--- src/hdl/hrp_pkg.sv ---
// Shared types, constants and helper functions of the HTTP request head parser.
package hrp_pkg;

  // Default width of the line and field byte counters.
  localparam int unsigned CNT_W_DEF = 12;

  // Configuration register widths and reset values.
  localparam int unsigned CFG_DATA_W  = 13;
  localparam int unsigned CFG_INDEX_W = 3;
  localparam logic [12:0] RST_MAX_LINE    = 13'd2048;
  localparam logic [7:0]  RST_MAX_METHOD  = 8'd32;
  localparam logic [11:0] RST_MAX_URL     = 12'd1024;
  localparam logic [7:0]  RST_MAX_VERSION = 8'd32;
  localparam logic [7:0]  RST_MAX_HEADERS = 8'd32;

  // Characters the parser looks for.
  localparam logic [7:0] CH_CR      = 8'h0D;
  localparam logic [7:0] CH_LF      = 8'h0A;
  localparam logic [7:0] CH_SP      = 8'h20;
  localparam logic [7:0] CH_COLON   = 8'h3A;
  localparam logic [7:0] CH_PERCENT = 8'h25;

  typedef enum logic [2:0] {
    CFG_MAX_LINE    = 3'd0,
    CFG_MAX_METHOD  = 3'd1,
    CFG_MAX_URL     = 3'd2,
    CFG_MAX_VERSION = 3'd3,
    CFG_MAX_HEADERS = 3'd4
  } cfg_index_t;

  typedef enum logic [2:0] {
    PH_METHOD  = 3'd0,
    PH_URL     = 3'd1,
    PH_VERSION = 3'd2,
    PH_NAME    = 3'd3,
    PH_VALUE   = 3'd4
  } phase_t;

  typedef enum logic [2:0] {
    K_METHOD  = 3'd0,
    K_URL     = 3'd1,
    K_VERSION = 3'd2,
    K_NAME    = 3'd3,
    K_VALUE   = 3'd4,
    K_END     = 3'd5,
    K_DONE    = 3'd6,
    K_ERROR   = 3'd7
  } kind_t;

  typedef enum logic [3:0] {
    ERR_NONE        = 4'd0,
    ERR_LINE_LONG   = 4'd1,
    ERR_BARE_CR     = 4'd2,
    ERR_METHOD_LONG = 4'd3,
    ERR_URL_LONG    = 4'd4,
    ERR_VER_LONG    = 4'd5,
    ERR_HEADERS     = 4'd6,
    ERR_REQ_LINE    = 4'd7,
    ERR_HDR_LINE    = 4'd8,
    ERR_ESCAPE      = 4'd9
  } err_t;

  // Ended-field numbers carried in the value of a field end result.
  localparam logic [7:0] FLD_METHOD  = 8'd0;
  localparam logic [7:0] FLD_URL     = 8'd1;
  localparam logic [7:0] FLD_VERSION = 8'd2;
  localparam logic [7:0] FLD_NAME    = 8'd3;
  localparam logic [7:0] FLD_VALUE   = 8'd4;

  // Method classes reported at head done.
  localparam logic [1:0] MC_OTHER = 2'd0;
  localparam logic [1:0] MC_GET   = 2'd1;
  localparam logic [1:0] MC_POST  = 2'd2;

  typedef struct packed {
    logic [12:0] max_line;
    logic [7:0]  max_method;
    logic [11:0] max_url;
    logic [7:0]  max_version;
    logic [7:0]  max_headers;
  } cfg_t;

  typedef struct packed {
    kind_t       kind;
    logic [7:0]  value;
    err_t        error_code;
    logic [1:0]  method_class;
    logic [7:0]  header_total;
  } res_t;

  // Byte held in the input register.
  typedef struct packed {
    logic       valid;
    logic [7:0] data;
  } in_stage_t;

  // Result offered by the parser core for the output register.
  typedef struct packed {
    logic emit;
    res_t res;
  } core_out_t;

  function automatic logic [7:0] to_lower(input logic [7:0] b);
    logic [7:0] r;
    r = b;
    if (b >= 8'h41 && b <= 8'h5A) begin
      r = b + 8'd32;
    end
    return r;
  endfunction

  function automatic logic [7:0] get_char(input logic [1:0] i);
    logic [7:0] r;
    case (i)
      2'd0:    r = 8'h67;
      2'd1:    r = 8'h65;
      2'd2:    r = 8'h74;
      default: r = 8'h00;
    endcase
    return r;
  endfunction

  function automatic logic [7:0] post_char(input logic [1:0] i);
    logic [7:0] r;
    case (i)
      2'd0:    r = 8'h70;
      2'd1:    r = 8'h6F;
      2'd2:    r = 8'h73;
      default: r = 8'h74;
    endcase
    return r;
  endfunction

  // Hex digit value; bit 4 set means the byte is not a hex digit.
  function automatic logic [4:0] hex_val(input logic [7:0] b);
    logic [4:0] r;
    r = 5'h10;
    if (b >= 8'h30 && b <= 8'h39) begin
      r = 5'(b - 8'h30);
    end else if (b >= 8'h61 && b <= 8'h66) begin
      r = 5'(b - 8'h57);
    end else if (b >= 8'h41 && b <= 8'h46) begin
      r = 5'(b - 8'h37);
    end
    return r;
  endfunction

endpackage

--- src/hdl/hrp_in_if.sv ---
// Request channel that carries one raw byte of the request stream.
interface hrp_in_if;
  logic       valid;
  logic       ready;
  logic [7:0] in_byte;

  modport source (output valid, output in_byte, input ready);
  modport sink (input valid, input in_byte, output ready);
endinterface

--- src/hdl/hrp_out_if.sv ---
// Request channel that carries one parser result.
interface hrp_out_if;
  logic       valid;
  logic       ready;
  logic [2:0] kind;
  logic [7:0] value;
  logic [3:0] error_code;
  logic [1:0] method_class;
  logic [7:0] header_total;

  modport source (output valid, output kind, output value, output error_code,
                  output method_class, output header_total, input ready);
  modport sink (input valid, input kind, input value, input error_code,
                input method_class, input header_total, output ready);
endinterface

--- src/hdl/http_request_head_parser.sv ---
// A byte goes from the input register through the parser core into the output register.
// Throughput: one byte per clock; the input register feeds the parser state update and the
// result register in one pass, so only a stalled output register holds the input back.
// CR bytes, an escape's '%' and first hex digit and bytes skipped after a colon give no result.
// Reset (rst_n low, synchronous) empties both registers, restarts the parser at the
// request line and loads the limits 2048, 32, 1024, 32, 32.
module http_request_head_parser
  import hrp_pkg::*;
#(
  parameter int unsigned COUNT_WIDTH = CNT_W_DEF
) (
  input  logic                   clk,
  input  logic                   rst_n,
  hrp_in_if.sink                 in_if,
  hrp_out_if.source              out_if,
  input  logic                   cfg_we,
  input  logic [CFG_INDEX_W-1:0] cfg_index,
  input  logic [CFG_DATA_W-1:0]  cfg_wdata
);

  cfg_t      cfg;
  in_stage_t stage;
  core_out_t co;
  logic      out_free;
  logic      advance;

  // The held byte is parsed when the output register can take its result.
  assign advance = stage.valid && out_free;

  hrp_cfg_regs u_cfg (
    .clk       (clk),
    .rst_n     (rst_n),
    .cfg_we    (cfg_we),
    .cfg_index (cfg_index),
    .cfg_wdata (cfg_wdata),
    .cfg       (cfg)
  );

  hrp_in_stage u_in (
    .clk     (clk),
    .rst_n   (rst_n),
    .in_if   (in_if),
    .advance (advance),
    .stage   (stage)
  );

  hrp_core #(
    .COUNT_WIDTH (COUNT_WIDTH)
  ) u_core (
    .clk   (clk),
    .rst_n (rst_n),
    .step  (advance),
    .b     (stage.data),
    .cfg   (cfg),
    .co    (co)
  );

  hrp_out_stage u_out (
    .clk      (clk),
    .rst_n    (rst_n),
    .advance  (advance),
    .co       (co),
    .out_free (out_free),
    .out_if   (out_if)
  );

`ifndef ASSERT_OFF
  // An error result always carries a code, and no other result does.
  a_err_code: assert property (@(posedge clk) disable iff (!rst_n)
    out_if.valid |-> ((out_if.kind == K_ERROR) == (out_if.error_code != ERR_NONE)))
    else $error("error code does not match result kind");

  // A method class is only reported with head done.
  a_class: assert property (@(posedge clk) disable iff (!rst_n)
    (out_if.valid && out_if.kind != K_DONE) |-> (out_if.method_class == MC_OTHER))
    else $error("method class outside head done");

  // A new result only appears after the parser advanced on a byte.
  a_rise: assert property (@(posedge clk) disable iff (!rst_n)
    $rose(out_if.valid) |-> $past(advance))
    else $error("result appeared without a parsed byte");

  // The input side stalls only while the input register is full.
  a_ready: assert property (@(posedge clk) disable iff (!rst_n)
    !in_if.ready |-> stage.valid)
    else $error("input stalled with empty input register");
`endif

endmodule

--- src/hdl/hrp_cfg_regs.sv ---
// Configuration registers of the parser, written through a plain write port.
module hrp_cfg_regs
  import hrp_pkg::*;
(
  input  logic                   clk,
  input  logic                   rst_n,
  input  logic                   cfg_we,
  input  logic [CFG_INDEX_W-1:0] cfg_index,
  input  logic [CFG_DATA_W-1:0]  cfg_wdata,
  output cfg_t                   cfg
);

  cfg_t cfg_r;

  // Decode the register index; indexes past the list are ignored.
  always_ff @(posedge clk) begin
    if (!rst_n) begin
      cfg_r.max_line    <= RST_MAX_LINE;
      cfg_r.max_method  <= RST_MAX_METHOD;
      cfg_r.max_url     <= RST_MAX_URL;
      cfg_r.max_version <= RST_MAX_VERSION;
      cfg_r.max_headers <= RST_MAX_HEADERS;
    end else if (cfg_we) begin
      unique case (cfg_index)
        CFG_MAX_LINE:    cfg_r.max_line    <= cfg_wdata;
        CFG_MAX_METHOD:  cfg_r.max_method  <= cfg_wdata[7:0];
        CFG_MAX_URL:     cfg_r.max_url     <= cfg_wdata[11:0];
        CFG_MAX_VERSION: cfg_r.max_version <= cfg_wdata[7:0];
        CFG_MAX_HEADERS: cfg_r.max_headers <= cfg_wdata[7:0];
        default: ;
      endcase
    end
  end

  assign cfg = cfg_r;

endmodule

--- src/hdl/hrp_in_stage.sv ---
// Input register that holds one byte until the parser core takes it.
module hrp_in_stage
  import hrp_pkg::*;
(
  input  logic       clk,
  input  logic       rst_n,
  hrp_in_if.sink     in_if,
  input  logic       advance,
  output in_stage_t  stage
);

  logic       vld_r;
  logic [7:0] byte_r;

  // The register can take a byte when empty or when its byte moves on.
  assign in_if.ready = !vld_r || advance;

  always_ff @(posedge clk) begin
    if (!rst_n) begin
      vld_r <= 1'b0;
    end else if (in_if.valid && in_if.ready) begin
      vld_r <= 1'b1;
    end else if (advance) begin
      vld_r <= 1'b0;
    end
  end

  always_ff @(posedge clk) begin
    if (in_if.valid && in_if.ready) begin
      byte_r <= in_if.in_byte;
    end
  end

  assign stage.valid = vld_r;
  assign stage.data  = byte_r;

endmodule

--- src/hdl/hrp_core.sv ---
// Parser state and the per-byte decode that updates it and forms the result.
module hrp_core
  import hrp_pkg::*;
#(
  parameter int unsigned COUNT_WIDTH = CNT_W_DEF
) (
  input  logic       clk,
  input  logic       rst_n,
  input  logic       step,
  input  logic [7:0] b,
  input  cfg_t       cfg,
  output core_out_t  co
);

  localparam int unsigned CMPW = (COUNT_WIDTH + 1 > 13) ? COUNT_WIDTH + 1 : 13;
  localparam logic [COUNT_WIDTH-1:0] CNT_MAX = {COUNT_WIDTH{1'b1}};

  phase_t                 phase_r, phase_nxt;
  logic [COUNT_WIDTH-1:0] line_r, line_nxt;
  logic [COUNT_WIDTH-1:0] field_r, field_nxt;
  logic [7:0]             hdr_r, hdr_nxt;
  logic                   cr_r, cr_nxt;
  logic [1:0]             esc_r, esc_nxt;
  logic [3:0]             hi_r, hi_nxt;
  logic [1:0]             skip_r, skip_nxt;
  logic                   getm_r, getm_nxt;
  logic                   postm_r, postm_nxt;

  logic       restart;
  err_t       err;
  logic       line_full;
  logic       field_full;
  logic [CMPW-1:0] field_lim;
  logic [4:0] hx;
  logic [7:0] lb;

  assign lb = to_lower(b);
  assign hx = hex_val(b);

  // Line length check: the new byte must keep the line below the limit.
  assign line_full = (line_r == CNT_MAX) ||
                     ((CMPW'(line_r) + CMPW'(1)) >= CMPW'(cfg.max_line));

  // Token length limit of the current request line field.
  always_comb begin
    case (phase_r)
      PH_METHOD: field_lim = CMPW'(cfg.max_method);
      PH_URL:    field_lim = CMPW'(cfg.max_url);
      default:   field_lim = CMPW'(cfg.max_version);
    endcase
  end
  assign field_full = (field_r == CNT_MAX) || (CMPW'(field_r) == field_lim);

  // Next state and result for the byte in the input register.
  always_comb begin
    phase_nxt = phase_r;
    line_nxt  = line_r;
    field_nxt = field_r;
    hdr_nxt   = hdr_r;
    cr_nxt    = cr_r;
    esc_nxt   = esc_r;
    hi_nxt    = hi_r;
    skip_nxt  = skip_r;
    getm_nxt  = getm_r;
    postm_nxt = postm_r;
    restart   = 1'b0;
    err       = ERR_NONE;
    co        = '0;

    if (step) begin
      if (cr_r) begin
        cr_nxt = 1'b0;
        if (b != CH_LF) begin
          err = ERR_BARE_CR;
        end else begin
          // End of line.
          unique case (phase_r)
            PH_VERSION: begin
              phase_nxt    = PH_NAME;
              line_nxt     = '0;
              field_nxt    = '0;
              co.emit      = 1'b1;
              co.res.kind  = K_END;
              co.res.value = FLD_VERSION;
            end
            PH_NAME: begin
              if (line_r == '0) begin
                co.emit             = 1'b1;
                co.res.kind         = K_DONE;
                co.res.method_class = getm_r ? MC_GET : (postm_r ? MC_POST : MC_OTHER);
                co.res.header_total = hdr_r;
                restart             = 1'b1;
              end else begin
                err = ERR_HDR_LINE;
              end
            end
            PH_VALUE: begin
              if (skip_r >= 2'd2) begin
                err = ERR_HDR_LINE;
              end else begin
                phase_nxt    = PH_NAME;
                skip_nxt     = '0;
                line_nxt     = '0;
                co.emit      = 1'b1;
                co.res.kind  = K_END;
                co.res.value = FLD_VALUE;
              end
            end
            default: err = ERR_REQ_LINE;
          endcase
        end
      end else if (b == CH_CR) begin
        cr_nxt = 1'b1;
      end else if (line_full) begin
        err = ERR_LINE_LONG;
      end else begin
        line_nxt = line_r + 1'b1;
        unique case (phase_r)
          PH_METHOD: begin
            if (b == CH_SP) begin
              if (field_r != COUNT_WIDTH'(3)) getm_nxt = 1'b0;
              if (field_r != COUNT_WIDTH'(4)) postm_nxt = 1'b0;
              phase_nxt    = PH_URL;
              field_nxt    = '0;
              co.emit      = 1'b1;
              co.res.kind  = K_END;
              co.res.value = FLD_METHOD;
            end else if (field_full) begin
              err = ERR_METHOD_LONG;
            end else begin
              if (field_r >= COUNT_WIDTH'(3) || lb != get_char(field_r[1:0])) begin
                getm_nxt = 1'b0;
              end
              if (field_r >= COUNT_WIDTH'(4) || lb != post_char(field_r[1:0])) begin
                postm_nxt = 1'b0;
              end
              field_nxt    = field_r + 1'b1;
              co.emit      = 1'b1;
              co.res.kind  = K_METHOD;
              co.res.value = b;
            end
          end
          PH_URL: begin
            if (b == CH_SP) begin
              if (esc_r != 2'd0) begin
                err = ERR_ESCAPE;
              end else begin
                phase_nxt    = PH_VERSION;
                field_nxt    = '0;
                co.emit      = 1'b1;
                co.res.kind  = K_END;
                co.res.value = FLD_URL;
              end
            end else if (field_full) begin
              err = ERR_URL_LONG;
            end else begin
              field_nxt = field_r + 1'b1;
              // Percent escape: two hex digits follow the percent sign.
              if (esc_r == 2'd1) begin
                if (hx[4]) begin
                  err = ERR_ESCAPE;
                end else begin
                  hi_nxt  = hx[3:0];
                  esc_nxt = 2'd2;
                end
              end else if (esc_r == 2'd2) begin
                if (hx[4]) begin
                  err = ERR_ESCAPE;
                end else begin
                  esc_nxt      = 2'd0;
                  co.emit      = 1'b1;
                  co.res.kind  = K_URL;
                  co.res.value = {hi_r, hx[3:0]};
                end
              end else if (b == CH_PERCENT) begin
                esc_nxt = 2'd1;
              end else begin
                co.emit      = 1'b1;
                co.res.kind  = K_URL;
                co.res.value = b;
              end
            end
          end
          PH_VERSION: begin
            if (field_full) begin
              err = ERR_VER_LONG;
            end else begin
              field_nxt    = field_r + 1'b1;
              co.emit      = 1'b1;
              co.res.kind  = K_VERSION;
              co.res.value = b;
            end
          end
          PH_NAME: begin
            if (line_r == '0 && hdr_r >= cfg.max_headers) begin
              err = ERR_HEADERS;
            end else begin
              if (line_r == '0) hdr_nxt = hdr_r + 8'd1;
              co.emit = 1'b1;
              if (b == CH_COLON) begin
                phase_nxt    = PH_VALUE;
                skip_nxt     = 2'd2;
                co.res.kind  = K_END;
                co.res.value = FLD_NAME;
              end else begin
                co.res.kind  = K_NAME;
                co.res.value = b;
              end
            end
          end
          PH_VALUE: begin
            if (skip_r != 2'd0) begin
              skip_nxt = skip_r - 2'd1;
            end else begin
              co.emit      = 1'b1;
              co.res.kind  = K_VALUE;
              co.res.value = b;
            end
          end
          default: err = ERR_REQ_LINE;
        endcase
      end
    end

    // Any error reports itself and restarts the parser.
    if (err != ERR_NONE) begin
      co                = '0;
      co.emit           = 1'b1;
      co.res.kind       = K_ERROR;
      co.res.error_code = err;
      restart           = 1'b1;
    end

    if (restart) begin
      phase_nxt = PH_METHOD;
      line_nxt  = '0;
      field_nxt = '0;
      hdr_nxt   = '0;
      cr_nxt    = 1'b0;
      esc_nxt   = '0;
      hi_nxt    = '0;
      skip_nxt  = '0;
      getm_nxt  = 1'b1;
      postm_nxt = 1'b1;
    end
  end

  // Parser state registers.
  always_ff @(posedge clk) begin
    if (!rst_n) begin
      phase_r <= PH_METHOD;
      line_r  <= '0;
      field_r <= '0;
      hdr_r   <= '0;
      cr_r    <= 1'b0;
      esc_r   <= '0;
      hi_r    <= '0;
      skip_r  <= '0;
      getm_r  <= 1'b1;
      postm_r <= 1'b1;
    end else begin
      phase_r <= phase_nxt;
      line_r  <= line_nxt;
      field_r <= field_nxt;
      hdr_r   <= hdr_nxt;
      cr_r    <= cr_nxt;
      esc_r   <= esc_nxt;
      hi_r    <= hi_nxt;
      skip_r  <= skip_nxt;
      getm_r  <= getm_nxt;
      postm_r <= postm_nxt;
    end
  end

endmodule

--- src/hdl/hrp_out_stage.sv ---
// Output register that holds one result until the sink takes it.
module hrp_out_stage
  import hrp_pkg::*;
(
  input  logic       clk,
  input  logic       rst_n,
  input  logic       advance,
  input  core_out_t  co,
  output logic       out_free,
  hrp_out_if.source  out_if
);

  logic vld_r;
  res_t res_r;

  // The register is free when empty or when its result is taken now.
  assign out_free = !vld_r || out_if.ready;

  always_ff @(posedge clk) begin
    if (!rst_n) begin
      vld_r <= 1'b0;
    end else if (out_free) begin
      vld_r <= advance && co.emit;
    end
  end

  always_ff @(posedge clk) begin
    if (out_free && advance && co.emit) begin
      res_r <= co.res;
    end
  end

  assign out_if.valid        = vld_r;
  assign out_if.kind         = res_r.kind;
  assign out_if.value        = res_r.value;
  assign out_if.error_code   = res_r.error_code;
  assign out_if.method_class = res_r.method_class;
  assign out_if.header_total = res_r.header_total;

endmodule
--- src/flat_wrapper.sv ---
// flat-port wrapper written by rule: the top's interface ports become plain ports
module http_request_head_parser_flat import hrp_pkg::*;
#(
  parameter int unsigned COUNT_WIDTH = CNT_W_DEF
)
  (clk, rst_n, cfg_we, cfg_index, cfg_wdata, in_if_valid, in_if_in_byte, in_if_ready, out_if_valid, out_if_kind, out_if_value, out_if_error_code, out_if_method_class, out_if_header_total, out_if_ready);
  hrp_in_if in_if_i ();
  hrp_out_if out_if_i ();
  input  logic clk;
  input  logic rst_n;
  input  logic cfg_we;
  input  logic [CFG_INDEX_W-1:0] cfg_index;
  input  logic [CFG_DATA_W-1:0] cfg_wdata;
  input wire logic [$bits(in_if_i.valid)-1:0] in_if_valid;
  input wire logic [$bits(in_if_i.in_byte)-1:0] in_if_in_byte;
  output wire logic [$bits(in_if_i.ready)-1:0] in_if_ready;
  output wire logic [$bits(out_if_i.valid)-1:0] out_if_valid;
  output wire logic [$bits(out_if_i.kind)-1:0] out_if_kind;
  output wire logic [$bits(out_if_i.value)-1:0] out_if_value;
  output wire logic [$bits(out_if_i.error_code)-1:0] out_if_error_code;
  output wire logic [$bits(out_if_i.method_class)-1:0] out_if_method_class;
  output wire logic [$bits(out_if_i.header_total)-1:0] out_if_header_total;
  input wire logic [$bits(out_if_i.ready)-1:0] out_if_ready;
  assign in_if_i.valid = in_if_valid;
  assign in_if_i.in_byte = in_if_in_byte;
  assign in_if_ready = in_if_i.ready;
  assign out_if_valid = out_if_i.valid;
  assign out_if_kind = out_if_i.kind;
  assign out_if_value = out_if_i.value;
  assign out_if_error_code = out_if_i.error_code;
  assign out_if_method_class = out_if_i.method_class;
  assign out_if_header_total = out_if_i.header_total;
  assign out_if_i.ready = out_if_ready;
  http_request_head_parser #(.COUNT_WIDTH(COUNT_WIDTH)) u_core (.clk(clk), .rst_n(rst_n), .in_if(in_if_i), .out_if(out_if_i), .cfg_we(cfg_we), .cfg_index(cfg_index), .cfg_wdata(cfg_wdata));
endmodule
--- config.mk ---
export PLATFORM = sky130hd
export DESIGN_NAME = http_request_head_parser_flat
export DESIGN_NICKNAME = d
export VERILOG_FILES = /design/src/hdl/hrp_pkg.sv /design/src/hdl/hrp_in_if.sv /design/src/hdl/hrp_out_if.sv /design/src/hdl/http_request_head_parser.sv /design/src/hdl/hrp_cfg_regs.sv /design/src/hdl/hrp_in_stage.sv /design/src/hdl/hrp_core.sv /design/src/hdl/hrp_out_stage.sv /design/src/flat_wrapper.sv
export SDC_FILE = /design/constraint.sdc
export NUM_CORES = 1
export LEC_CHECK = 0
export BUFFER_PORTS_ARGS = -buffer_cell sky130_fd_sc_hd__buf_2
export CELL_PAD_IN_SITES_DETAIL_PLACEMENT = 1
export CELL_PAD_IN_SITES_GLOBAL_PLACEMENT = 2
export CORE_ASPECT_RATIO = 0.75
export CORE_MARGIN = 2
export CORE_UTILIZATION = 38
export DETAILED_ROUTE_END_ITERATION = 10
export MAX_ROUTING_LAYER = met4
export PLACE_DENSITY_LB_ADDON = 0.1
export SETUP_SLACK_MARGIN = 0.1
export SYNTH_ARGS = -nofsm -noshare
export SYNTH_HDL_FRONTEND = slang
export SYNTH_HIERARCHICAL = 1
export SYNTH_SLANG_ARGS = --single-unit
--- constraint.sdc ---
create_clock -name clk -period 6 [get_ports clk]
set_clock_uncertainty 0.05 [all_clocks]
set_input_delay 1.8 -clock clk [delete_from_list [all_inputs] [get_ports clk]]
set_output_delay 1.8 -clock clk [all_outputs]
set_load 0.01 [all_outputs]
* Word-level counts from Yosys, hierarchy flattened *
Index checks and enable logic that the tools add are counted.
W data, S select, Z words.

storage, ports and cells
  bits in latches = 0
  bits in read-only memories = 0
  memories kept = 0
  bits in writable memories = 0
  input port bits = 29
  register bits = 130
  output and inout port bits = 27
  logic and storage cells = 282

operators by class
  multiply operators = 0
  shift-type cells = 0
  div/mod/pow operators = 0
  bitwise logic cells = 11
  order comparisons = 12
  reduce and logical (&&, ||, !) cells = 50
  multiplexer cells = 132
  add/sub/neg operators = 9
  equality and inequality tests = 44

operators with widths
  kind                     count
  $mux W12                 32
  $mux W8                  15
  $pmux W12 S5             1
  $mux W4                  14
  $mux W10                 5
  $pmux W12 S2             2
  $mux W2                  18
  $mux W3                  12
  $pmux W12 S3             1
  $mux W26                 1
  $add A12 B1 Y12 const B  2
  $eq A12 B12 Y1 const B   2
  $eq A8 B6 Y1 const B     3
  $le A8 B7 Y1 const B     3
  $pmux W4 S3              2
  $ne A3 B3 Y1 const B     7
  $pmux W7 S3              1
  $pmux W4 S5              1
  $reduce_and A10 Y1       2
  $mux W1                  18
  $ge A8 B7 Y1 const B     2
  $ne A8 B8 Y1             2
  $pmux W8 S2              1
  $reduce_and A8 Y1        2
  50 further kinds         109

* Logic depth before layout (Yosys ltp) *
  depth in word-level cells = 18
  depth in mapped cells = 18
  gate-level depth less buffers = 16

* Cells and area by module *
The synthesis kept the hierarchy.

by module, submodules not included
  module                    sequential area each (sq um)  area each (sq um)  instances  cells each
  hrp_core                  920.9                         4958.5             1          654
  hrp_cfg_regs              980.9                         1866.8             1          180
  hrp_out_stage             770.7                         815.8              1          30
  hrp_in_stage              260.2                         305.3              1          14
  http_request_head_parser  0.0                           6.3                1          1

* Worst setup path after synthesis *
OpenSTA, ideal clock, no wires.

  kind = reg2reg
  start = register u_core.u_core.line_r[0]
  end = register u_core.u_out.res_r (netlist bit u_core/u_out/out_if.error_code[0]), enable pin
  setup time = 0.373 ns
  path slack = 1.738 ns
  buffers on the path = 1
  clock period less this slack = 4.262 ns
  stages on the path, launching flop included = 17
  data required time = 5.577 ns
  arrival = 3.839 ns
  cells stage by stage = dfxtp_1 > ha_1 > nand3_2 > or3_1 > or3_1 > nand2_1 > ha_1 > a21o_1 > a21o_1 > a211o_1 > a211oi_2 > buf_6 > nor2_4 > o31a_1 > nand4_1 > nand2_2 > nor2b_4

RTL lines
  what                    line                 RTL
  start, declared         hrp_core.sv:19       logic [COUNT_WIDTH-1:0] line_r, line_nxt;
  start signal, assigned  hrp_core.sv:263      line_r <= line_nxt;
  end signal, assigned    hrp_out_stage.sv:29  res_r <= co.res;
  end, declared           hrp_out_stage.sv:14  res_t res_r;

==> key figures <==
Routing
  • Routed Antenna Nets: 0
  • Wire per inst: 20.7 microns
  • Drt pass-1 iters: 6
  • Routed vias: 6828
  • DRT iter0 DRCs: 501
  • Total Wirelength: 25000 microns
  • Drt via density: 5.67
  • # DRC: 0

Pwr
  • Comb pwr share: 0.078
  • VDD IR max: 0.000143 V
  • Lkg Pwr: 3.39 nW
  • Sw Pwr: 0.566 mW
  • Switching portion of total power: 0.245
  • Sequential power share: 0.410
  • Pwr Density: 255 nW/um^2
  • Clk pwr share: 0.512
  • Pint: 1.74 mW

Floorplan
  • Chip height: 129 microns
  • Die width: 171 microns
  • Rows: 45
  • Core area: 20400 sq um
  • IO Count: 56
  • Full die area: 22100 sq um
  • Initial Util: 0.390

Cells and area
  • Final nets: 979
  • Synth-to-Final Area Change: 13.9%
  • Antenna Cells: 0
  • Fin area: 9060 sq um
  • Layout cells sized above 1: 0.143
  • Commonest non-fill, non-tap cell in the layout: nand2_1
  • Commonest cells after routing, fill and taps aside: nand2_1 (106), dfxtp_1 (97), mux2i_1 (70)
  • Fillers: 2378

Global route
  • Largest net degree at the start of global routing: 69
  • Gr ovfl total: 0
  • First-pass GRT wire length: 39700 microns
  • Vias in the first global route: 7069
  • Initial antenna violation count: 0
  • GR Util All Layers: 0.243

Yosys
  • Synth Instances: 879
  • Flops & latches, synth: 130
  • Mapped Area: 7950 sq um
  • Yosys warns: 6
  • Most used flip-flop cell after synthesis: dfxtp_1
  • Sequential share of the synthesized area: 0.369
  • Distinct cell type count after synthesis: 86
  • Net Count, Synth: 948
  • Post-synthesis average cell area: 9.05 sq um
  • Number of synthesized flops with an enable pin: 33
  • Synth async-reset ratio: 0

Min path
  • Worst Hold Endpoint: u_core/u_cfg/cfg[45]$_SDFFE_PN0P_
  • Hold Path Depth: 2
  • Hold Path Class: reg2reg
  • Hold Path Origin: u_core/u_cfg/cfg[45]$_SDFFE_PN0P_

Clock tree
  • CTS tree: done
  • CTS clk-pin slew, worst paths: 0.06 ns
  • Max Buffers Root-to-Sink: 2
  • Postcts setup bufs: 0
  • Cts hold-fix bufs: 0
  • # resized after CTS: 0
  • Clock Latency Late Sink: 0.43 ns
  • H-Tree Level Count: 4
  • Clk root buf: clkbuf_16
  • CTS sink cnt: 130
  • CTS buffer count: 17

Timing
  • Final Critical Period: 4.97 ns
  • Slew headroom: 0.200
  • Final setup vio count: 0
  • Post-route setup TNS: 0 ns
  • Final max-slew violation count: 0
  • Worst-Margin Slew: 1.19 ns
  • Max Clock Freq: 0.201 GHz
  • Final hold violation count: 0
  • Final Cycle Share: 0.828
  • RSZ-0062 raised after global routing: false

Placed design
  • Post-DP HPWL: 18700 microns
  • I/O Buffers: 55
  • Routability cong.: 0.877
  • Placed Area: 8390 sq um

Worst setup path
  • Critical Path AT: 4.97 ns
  • Reg2reg start: u_core/u_core/line_r[0]$_SDFFE_PP0P_
  • Element type at the critical path start: flip-flop
  • Worst reg2reg path depth: 17
  • Worst Path Required: 6.01 ns
  • Max FO, Critical Path: 25
  • Worst reg-to-reg setup slack: 1.03 ns
  • Critical Path Sink Type: flip-flop
  • R2R Path End: u_core/u_out/out_if.value[1]$_DFFE_PP_
  • Setup CP Type: reg2reg

Job
  • Max Cap Viol: 0

Status
  • Status: finished, final reports clean
synth_stat cells, types with 3 or more instances:
cell       instances  area [sq um]
nor3b_1            3          22.5
o211ai_1           7          52.6
edfxtp_1          33           991
and4_1             6          52.6
a2111oi_0          3          26.3
and3_1             7          43.8
a22oi_1            7          52.6
xnor2_1           36           315
nor4_2             4          50.1
clkbuf_1          22          82.6
nand4_1           16           100
o21ai_0           31           155
nand2_1          106           398
buf_6              6          67.6
and2_1            10          62.6
o21a_1             5          37.5
a31oi_1            4          25.0
inv_1             47           176
buf_2             19          95.1
nor4bb_1           3          30.0
nor3_1            33           165
a21oi_1           24           120
o21bai_1           3          22.5
nor2b_1           15          93.8
nand2b_1          11          68.8
or3_1              4          25.0
nor4_1            44           275
xor2_1             8          70.1
ha_1              40           500
o31ai_1            6          45.0
mux2i_1           70           701
dfxtp_1           97          1940
or2_2              5          31.3
a21o_1             3          22.5
nor2_1            36           135
nand4b_1           4          35.0
a32o_1             3          30.0
nor4b_1            4          35.0
nand3_1           30           150
power groups by stage:
stage	sequential (mW)	combinational, mW	clock (mW)
after global placement	0.965	0.171	0
final	0.948	0.179	1.18
after CTS	0.948	0.180	1.21
after detailed placement	0.966	0.179	0
after floorplan	0.956	0.119	0
after global routing	0.951	0.197	1.24
final cells by class:
class                   instances  area [sq um]  area share
clock inverters                11           171      0.0189
inverters                      48           180      0.0199
well taps                     282           353      0.0390
repair buffers                 63           335      0.0370
multi-input cells             650          4590       0.507
clock buffers                  21           493      0.0544
flip-flops and latches        130          2930       0.324
worst max-delay path, cell delays in order, from the launching register on:
cell	delay [ns]
dfxtp_1	0.44
ha_1	0.25
nand3_2	0.15
or3_1	0.44
or3_1	0.38
nand2_1	0.07
ha_1	0.24
a21o_1	0.16
a21o_1	0.17
a211o_1	0.31
a211oi_2	0.28
buf_4	0.24
nor2_4	0.07
a2bb2oi_2	0.21
o31a_1	0.26
nand4_1	0.15
nand2_2	0.10
nor2b_4	0.60
metal layers:
| metal | GRT usage | vias up | part of all wire |
|---|---|---|---|
| met1 | 0.328 | 3420 | 0.49 |
| met5 | - | - | 0 |
| met2 | 0.372 | 137 | 0.45 |
| li1 | - | 3244 | - |
| met4 | 0.0783 | 0 | 0.017 |
| met3 | 0.0382 | 27 | 0.040 |
registers in the layout, indices dropped and copies added, names as in the netlist, 4 cells and up:
signal,flops
u_core/u_core/line_r,12
u_core/u_core/field_r,12
u_core/u_cfg/cfg,49
u_core/u_core/hdr_r,8
u_core/u_out/out_if.error_code,4
u_core/u_out/out_if.value,8
u_core/u_core/hi_r,4
u_core/u_in/byte_r,8
u_core/u_out/out_if.header_total,8
cell families (layout without fill, tap and decap cells):
family          count (synthesis)  in the layout  share of synthesized area
compound gates                136            136                      0.127
xor+xnor                       44             44                     0.0485
fa+ha+maj                      40             40                     0.0629
buf+inv                        99            143                     0.0563
flops                         130            130                      0.369
mux                            70             70                     0.0881
simple gates                  360            360                      0.248
per-stage QoR:
stage | power [mW] | setup slack [ns] | hold WS (ns) | utilization | cells
finish | 2.31 | 1.03 | 0.408 | 0.444 | 1205
detailed placement | 1.14 | 1.06 | 0.397 | 0.412 | 1173
CTS | 2.33 | 1.01 | 0.411 | 0.444 | 1205
global route | 2.38 | 0.729 | 0.434 | 0.444 | 1205
global placement | 1.14 | 1.23 | 0.392 | 0.412 | 1173
floorplan | 1.07 | 1.74 | 0.384 | - | 879
worst max-delay path by stage:
stage	startpoint	to	slack, ns
6_report	u_core/u_core/line_r[0]$_SDFFE_PP0P_	u_core/u_out/out_if.value[1]$_DFFE_PP_	1.03
5_1_grt	u_core/u_core/line_r[0]$_SDFFE_PP0P_	u_core/u_out/out_if.value[1]$_DFFE_PP_	0.73
4_1_cts	u_core/u_core/line_r[0]$_SDFFE_PP0P_	u_core/u_out/out_if.value[6]$_DFFE_PP_	1.01
3_5_place_dp	u_core/u_core/line_r[0]$_SDFFE_PP0P_	u_core/u_out/out_if.value[1]$_DFFE_PP_	1.06
3_3_place_gp	u_core/u_core/line_r[0]$_SDFFE_PP0P_	u_core/u_out/out_if.value[0]$_DFFE_PP_	1.23
2_1_floorplan	u_core/u_core/line_r[0]$_SDFFE_PP0P_	u_core/u_out/out_if.error_code[0]$_DFFE_PP_	1.74
(Power assumes the default switching activity.)
